**src/sv/bucket_lock_table_assert.svh**
```systemverilog
// Assertion macros for the bucket lock table
`ifndef BUCKET_LOCK_TABLE_ASSERT_SVH
`define BUCKET_LOCK_TABLE_ASSERT_SVH
`ifndef SYNTHESIS
// Property checked every cycle outside reset
`define BLT_ASSERT(lbl, prop) \
    lbl: assert property (@(posedge aclk) disable iff (!aresetn) (prop)) \
        else $error("bucket_lock_table: assertion failed");
// Implication from a trigger to a consequent in the next cycle
`define BLT_ASSERT_NEXT(lbl, trig, cons) \
    lbl: assert property (@(posedge aclk) disable iff (!aresetn) (trig) |=> (cons)) \
        else $error("bucket_lock_table: assertion failed");
`else
`define BLT_ASSERT(lbl, prop)
`define BLT_ASSERT_NEXT(lbl, trig, cons)
`endif
`endif

```
**src/sv/bkt_lock_pkg.sv**
```systemverilog
// Shared types and constants for the bucket lock table
package bkt_lock_pkg;

    localparam int MAX_HOLDERS_DEF = 16;
    localparam int ID_BITS_DEF     = 10;
    localparam int STATUS_W        = 3;
    localparam int COUNT_W         = 5;

    // Result status codes
    localparam logic [STATUS_W-1:0] ST_GRANTED  = 3'd0;
    localparam logic [STATUS_W-1:0] ST_BUSY     = 3'd1;
    localparam logic [STATUS_W-1:0] ST_FULL     = 3'd2;
    localparam logic [STATUS_W-1:0] ST_RELEASED = 3'd3;
    localparam logic [STATUS_W-1:0] ST_UNHELD   = 3'd4;

    // Per-cell control strobes
    typedef struct packed {
        logic cmp;    // compare the incoming id, latch match
        logic load;   // write the held id into this cell
        logic shift;  // take the neighbor's entry (compaction)
    } cell_ctl_t;

endpackage

```
**src/sv/bkt_lock_cell.sv**
```systemverilog
// One table cell: holds one id, compares it, and shifts down on release
module bkt_lock_cell #(
    parameter int ID_BITS = bkt_lock_pkg::ID_BITS_DEF
) (
    input  logic                   aclk,
    input  logic                   aresetn,
    input  bkt_lock_pkg::cell_ctl_t ctl,
    input  logic                   live,
    input  logic [ID_BITS-1:0]     cmp_key,
    input  logic [ID_BITS-1:0]     load_key,
    input  logic [ID_BITS-1:0]     entry_up,
    input  logic                   seen_in,
    output logic [ID_BITS-1:0]     entry_out,
    output logic                   seen_out,
    output logic                   match_out
);

    logic [ID_BITS-1:0] entry_reg;
    logic               match_reg;

    // Entry storage: load on grant, take upper neighbor on release
    always_ff @(posedge aclk) begin
        if (ctl.load) begin
            entry_reg <= load_key;
        end else if (ctl.shift) begin
            entry_reg <= entry_up;
        end
    end

    // Match flag captured when the request beat is taken
    always_ff @(posedge aclk) begin
        if (!aresetn) begin
            match_reg <= 1'b0;
        end else if (ctl.cmp) begin
            match_reg <= live && (entry_reg == cmp_key);
        end
    end

    assign entry_out = entry_reg;
    assign match_out = match_reg;
    // Running "match at or below" flag along the chain
    assign seen_out  = seen_in | match_reg;

endmodule

```
**src/sv/bucket_lock_table.sv**
```systemverilog
// Bucket lock table: each request is taken in an accept state and resolved in an update state.
// The accept cycle compares the id against all cells in parallel and registers the match; the update
// state, once the result register is free, resolves status, appends or compacts the chain, and loads the result.
// A new request is not taken until the current one has loaded its result.
// Reset (aresetn, synchronous, active low) empties the table; entries are
// not cleared, only the held count.
module bucket_lock_table #(
    parameter int MAX_HOLDERS = bkt_lock_pkg::MAX_HOLDERS_DEF,
    parameter int ID_BITS     = bkt_lock_pkg::ID_BITS_DEF
) (
    input  logic                              aclk,
    input  logic                              aresetn,
    input  logic                              s_valid,
    output logic                              s_ready,
    input  logic                              s_mode,
    input  logic [ID_BITS-1:0]                s_bucket_id,
    output logic                              m_valid,
    input  logic                              m_ready,
    output logic [bkt_lock_pkg::STATUS_W-1:0] m_status,
    output logic [bkt_lock_pkg::COUNT_W-1:0]  m_held_count
);

    localparam int CNT_W = $clog2(MAX_HOLDERS + 1);
    localparam int EXT_W = CNT_W + bkt_lock_pkg::COUNT_W;

    typedef enum logic {S_IDLE, S_UPD} state_t;

    state_t                            st_reg;
    logic                              mode_reg;
    logic [ID_BITS-1:0]                key_reg;
    logic [CNT_W-1:0]                  count_reg;
    logic [CNT_W-1:0]                  count_next;
    logic                              m_valid_reg;
    logic [bkt_lock_pkg::STATUS_W-1:0] status_reg;
    logic [bkt_lock_pkg::STATUS_W-1:0] status_next;
    logic [bkt_lock_pkg::COUNT_W-1:0]  held_count_reg;
    logic [EXT_W-1:0]                  count_ext;

    logic [ID_BITS-1:0]     entry  [MAX_HOLDERS];
    logic [MAX_HOLDERS:0]   seen;
    logic [MAX_HOLDERS-1:0] match;

    logic accept, upd_go, full, hit, grant, rel_ok;

    assign accept = s_valid && s_ready;
    assign upd_go = (st_reg == S_UPD) && (!m_valid_reg || m_ready);
    assign full   = (count_reg == CNT_W'(MAX_HOLDERS));
    assign hit    = seen[MAX_HOLDERS];
    assign grant  = !mode_reg && !full && !hit;
    assign rel_ok = mode_reg && hit;
    assign seen[0] = 1'b0;

    // Chain of cells
    for (genvar i = 0; i < MAX_HOLDERS; i++) begin : g_cell
        bkt_lock_pkg::cell_ctl_t ctl;
        logic [ID_BITS-1:0]      up;

        assign ctl.cmp   = accept;
        assign ctl.load  = upd_go && grant && (count_reg == CNT_W'(i));
        assign ctl.shift = upd_go && rel_ok && seen[i+1];

        if (i == MAX_HOLDERS - 1) begin : g_top
            assign up = entry[i];
        end else begin : g_mid
            assign up = entry[i+1];
        end

        bkt_lock_cell #(.ID_BITS(ID_BITS)) u_cell (
            .aclk      (aclk),
            .aresetn   (aresetn),
            .ctl       (ctl),
            .live      (CNT_W'(i) < count_reg),
            .cmp_key   (s_bucket_id),
            .load_key  (key_reg),
            .entry_up  (up),
            .seen_in   (seen[i]),
            .entry_out (entry[i]),
            .seen_out  (seen[i+1]),
            .match_out (match[i])
        );
    end

    // Status and count resolution
    always_comb begin
        count_next  = count_reg;
        status_next = bkt_lock_pkg::ST_GRANTED;
        if (!mode_reg) begin
            if (full) begin
                status_next = bkt_lock_pkg::ST_FULL;
            end else if (hit) begin
                status_next = bkt_lock_pkg::ST_BUSY;
            end else begin
                status_next = bkt_lock_pkg::ST_GRANTED;
                count_next  = count_reg + CNT_W'(1);
            end
        end else begin
            if (hit) begin
                status_next = bkt_lock_pkg::ST_RELEASED;
                count_next  = count_reg - CNT_W'(1);
            end else begin
                status_next = bkt_lock_pkg::ST_UNHELD;
            end
        end
    end

    // Held count reported modulo the output width
    assign count_ext = {{bkt_lock_pkg::COUNT_W{1'b0}}, count_next};

    // Control FSM and result register
    always_ff @(posedge aclk) begin
        if (!aresetn) begin
            st_reg      <= S_IDLE;
            count_reg   <= '0;
            m_valid_reg <= 1'b0;
        end else begin
            // Result valid: set on update, cleared once the beat is taken
            if (upd_go) begin
                m_valid_reg <= 1'b1;
            end else if (m_ready) begin
                m_valid_reg <= 1'b0;
            end
            case (st_reg)
                S_IDLE: begin
                    if (accept) begin
                        mode_reg <= s_mode;
                        key_reg  <= s_bucket_id;
                        st_reg   <= S_UPD;
                    end
                end
                S_UPD: begin
                    if (upd_go) begin
                        count_reg      <= count_next;
                        status_reg     <= status_next;
                        held_count_reg <= count_ext[bkt_lock_pkg::COUNT_W-1:0];
                        st_reg         <= S_IDLE;
                    end
                end
                default: begin
                    st_reg <= S_IDLE;
                end
            endcase
        end
    end

    assign s_ready      = (st_reg == S_IDLE);
    assign m_valid      = m_valid_reg;
    assign m_status     = status_reg;
    assign m_held_count = held_count_reg;

`include "bucket_lock_table_assert.svh"

    `BLT_ASSERT(a_count_bound, count_reg <= CNT_W'(MAX_HOLDERS))
    `BLT_ASSERT(a_single_match, (st_reg != S_UPD) || $onehot0(match))
    `BLT_ASSERT_NEXT(a_grant_grows, upd_go && grant, count_reg == $past(count_reg) + CNT_W'(1))
    `BLT_ASSERT_NEXT(a_release_shrinks, upd_go && rel_ok, count_reg == $past(count_reg) - CNT_W'(1))

endmodule

```
**config.mk**
```make
export PLATFORM = sky130hd
export DESIGN_NAME = bucket_lock_table
export DESIGN_NICKNAME = d
export VERILOG_FILES = /design/src/sv/bkt_lock_pkg.sv /design/src/sv/bkt_lock_cell.sv /design/src/sv/bucket_lock_table.sv
export VERILOG_INCLUDE_DIRS = /design/src /design/src/sv
export SDC_FILE = /design/constraint.sdc
export NUM_CORES = 1
export LEC_CHECK = 0
export BUFFER_PORTS_ARGS = -buffer_cell sky130_fd_sc_hd__buf_4
export CAP_MARGIN = 20
export CORE_AREA = 10 10 151 153
export DETAILED_ROUTE_END_ITERATION = 10
export DIE_AREA = 0 0 161 163
export PLACE_DENSITY = 0.71
export SLEW_MARGIN = 20
export SYNTH_ARGS = -nofsm -noshare
export SYNTH_HDL_FRONTEND = slang
export SYNTH_HIERARCHICAL = 1
export SYNTH_SLANG_ARGS = --single-unit
```
**constraint.sdc**
```tcl
create_clock -name aclk -period 9.5 [get_ports aclk]
set_input_delay 0 -clock aclk [delete_from_list [all_inputs] [get_ports aclk]]
set_output_delay 0 -clock aclk [all_outputs]
set_load 0.01 [all_outputs]
```
==> metrics <==
CTS tree yes; Gate power share around 7.0%; HP Class in -> reg; Initial Util around 54%; CP Launch Type register; max-cap viol count 0; grt total ovfl 0; H-tree levels 1; clk slew on worst S/H paths around 60 ps; switching pwr around 0.43 mW; crit path time final ~7300 ps; R2R depth 20; hold path depth 3; Slew @ Worst Pin 1000 ps; Slew HR between 30% and 40%; pwr dens around 160 nW/um^2; I/O Pins 25; DIE AREA between 20,000 and 30,000 um^2; sequential area share after synthesis between 50% and 60%; Async SR Flop Fraction 0%; dpl cells between 1,000 and 1,500; first drt pass iteration count 4; Worst Path Required 9680 ps; clk_skew between 15 and 20 ps; Power, Total approximately 2 mW; Post-Synthesis Mean Instance Area 13.4 um^2; fmax between 0.1 and 0.15 GHz; Final Hold Viols 0; Synth Net Count between 800 and 900; unrepaired setup endpoints after global routing false; root buffer cell clkbuf_16; fin nets between 800 and 900; cells after synthesis around 800; DRC 0; post-DR wirelength/cell approximately 22 um; Unique masters post-synth ~50; DR vias/cell 5.75; Seq pwr share 51.4%; port bufs 24; top_reg_cell synth edfxtp_1; first-pass GRT wire length 39,200 um; Worst-Skew Late Latency about 500 ps; final cell count without fillers ~1,100; status finished, final reports clean; via count about 6,500; antenna violations before repair 0; Synthesis Warnings 6; WS Path Type reg -> reg; placed wire-length estimate between 15,000 and 20,000 um; CP Data Arrival Time around 7400 ps; Peak VDD IR 0.123 mV; Seq cells post-synth between 200 and 250; 1st-iter DRT viols 402; Switching Share 22.1%; Core Box Area approximately 20,000 um^2; final setup margin around 2200 ps; largest net degree at the start of global routing between 40 and 50; ANT nets after route 0; element type at the critical path end register; setup violators final 0; Worst Path Max Fanout 11; max reg flops 160; Min Hold Slack about 19 ps; part of the cycle the worst path needs between 70 and 80%; Leakage a little under 4 nW; pre-CTS worst setup slack between 2000 and 2500 ps; Area Growth Syn to Fin 11.5%; GRT Util Overall 19.0%; Post-CTS Setup Inserts 0; FP Rows 52; TritonCTS buffer count 21; Clk network pwr share 41.6%; CTS Buffer Depth 3; Antenna Cells 0; Chip Height roughly 160 um; Slew Limit Fails 0; Mapped Area around 11,000 um^2; vias in the first global route 6,844; clock sinks approximately 200; Post-synth EDFFs approximately 180; setup TNS 0 ps; die outline width ~160 um; total wire length 25,100 um; proportion of layout cells with a drive suffix above 1 a little under a third; Pint approximately 1.5 mW; Final Wtd Congestion roughly 0.85
-- metal layers --
| layer | part of all wire (%) | global-route usage (%) |
|---|---|---|
| met4 | 2.5 | 5.54 |
| met1 | 42 | 23.8 |
| met5 | 0 | 0 |
| met3 | 4.8 | 3.31 |
| met2 | 50 | 33.2 |
-- cells by family (layout without fill, tap and decap cells) --
kind of cell	Yosys count	in the layout	synth area share (%)
flip-flops	202	202	54.2
AND/OR/NAND/NOR	194	194	10.9
XOR/XNOR	164	164	13.3
multiplexers	162	162	16.9
AO/OA/AOI/OAI	40	40	2.54
buffers and inverters	35	90	1.49
adder cells (fa/ha/maj)	5	5	0.581
other	1	1	0.0348
-- cells in the final DEF, fill, tap and decap left out, types with 2 or more instances in the layout --
| cell type | count |
|---|---|
| inv_1 | 10 |
| o21ai_0 | 7 |
| nand3b_1 | 16 |
| clkbuf_8 | 3 |
| a21o_1 | 3 |
| bufinv_16 | 2 |
| dfxtp_1 | 23 |
| nor2_1 | 15 |
| nand2b_1 | 5 |
| xor2_1 | 50 |
| a31oi_1 | 2 |
| nor2_2 | 4 |
| clkinv_1 | 6 |
| edfxtp_1 | 179 |
| mux2i_1 | 2 |
| or4_1 | 17 |
| o31ai_1 | 16 |
| ha_1 | 5 |
| nor2b_2 | 2 |
| a21oi_1 | 3 |
| dlygate4sd3_1 | 13 |
| or2_2 | 32 |
| o21bai_1 | 2 |
| mux2_2 | 160 |
| nand2_1 | 17 |
| or3_1 | 2 |
| and3_1 | 2 |
| nand3_1 | 33 |
| nand4_1 | 17 |
| xnor2_1 | 114 |
| clkbuf_16 | 21 |
| clkbuf_1 | 4 |
| and2_1 | 17 |
| buf_4 | 30 |
| nor3_1 | 6 |
-- cells in the mapped netlist, drive strengths merged, types with 2 or more instances --
master	number	area [um^2]
nand2b	6	45.0
nor3	6	30.0
a21o	3	22.5
xnor2	114	998
mux2i	2	20.0
dfxtp	23	460
buf	5	37.5
or3	2	12.5
xor2	50	438
edfxtp	179	5380
o31ai	16	120
a21boi	2	15.0
o21ai	7	35.0
nand2	17	63.8
a31oi	2	12.5
inv	10	37.5
or4	17	128
clkbuf	20	85.1
nand3	33	165
nand3b	16	120
nor2	20	92.6
o21bai	2	15.0
nor2b	3	21.3
ha	5	62.6
mux2	160	1800
a21oi	3	15.0
and3	2	12.5
and2	18	114
or2	33	206
nand4	18	128
-- worst max-delay path, cell delays in order, from the launching register on --
cell and delay (ps):
dfxtp_1 310, or2_2 300, or2_2 280, or2_2 280
or2_2 290, or2_2 290, or2_2 280, or2_2 290
or2_2 300, or2_2 290, or2_2 290, or2_2 290
or2_2 280, or2_2 280, or2_2 290, or2_2 280
or2_2 360, or2_1 270, or4_1 600, nor2_1 690
or2_2 400
-- path summary, 6_finish.rpt --
| path | to | from | slack (ps) |
|---|---|---|---|
| max | g_cell[12].u_cell/entry_out[4] | g_cell[0].u_cell/match_out | 2240 |
| min reg2reg | g_cell[4].u_cell/match_out | g_cell[4].u_cell/match_out | 490 |
| min | st_reg | aresetn | 20 |
| max reg2reg | g_cell[12].u_cell/entry_out[4] | g_cell[0].u_cell/match_out | 2240 |
-- power by group through the flow --
stage               Clock [mW]  Combinational (mW)  Sequential (mW)
global placement             0               0.128             1.02
detailed placement           0               0.131             1.02
finish                   0.809               0.136             1.00
floorplan                    0              0.0828             1.01
CTS                      0.822               0.136            0.999
global route             0.855               0.147             1.00
-- per-stage QoR --
stage | utilization [%] | cell area (um^2)
final | 60.3 | 12000
after CTS | 60.3 | 12000
after global routing | 60.3 | 12000
after global placement | 56.3 | 11200
after floorplan | - | 10800
after detailed placement | 56.3 | 11200
-- cell type report --
type / instances / area, um^2
clock inverter: 9 / 87.6
clock buffer: 28 / 582
sequential: 202 / 5840
multi-input combinational: 566 / 4780
tap: 270 / 338
fill: 1599 / 7900
timing repair buffer: 43 / 355
inverter: 10 / 37.5
-- timing repair --
action | CTS | global route
gates resized for setup | 0 | 0
hold buffers | 13 | 0
endpoints found under the hold margin | 13 | 0
Note: power is estimated with default switching activity, not from simulation.
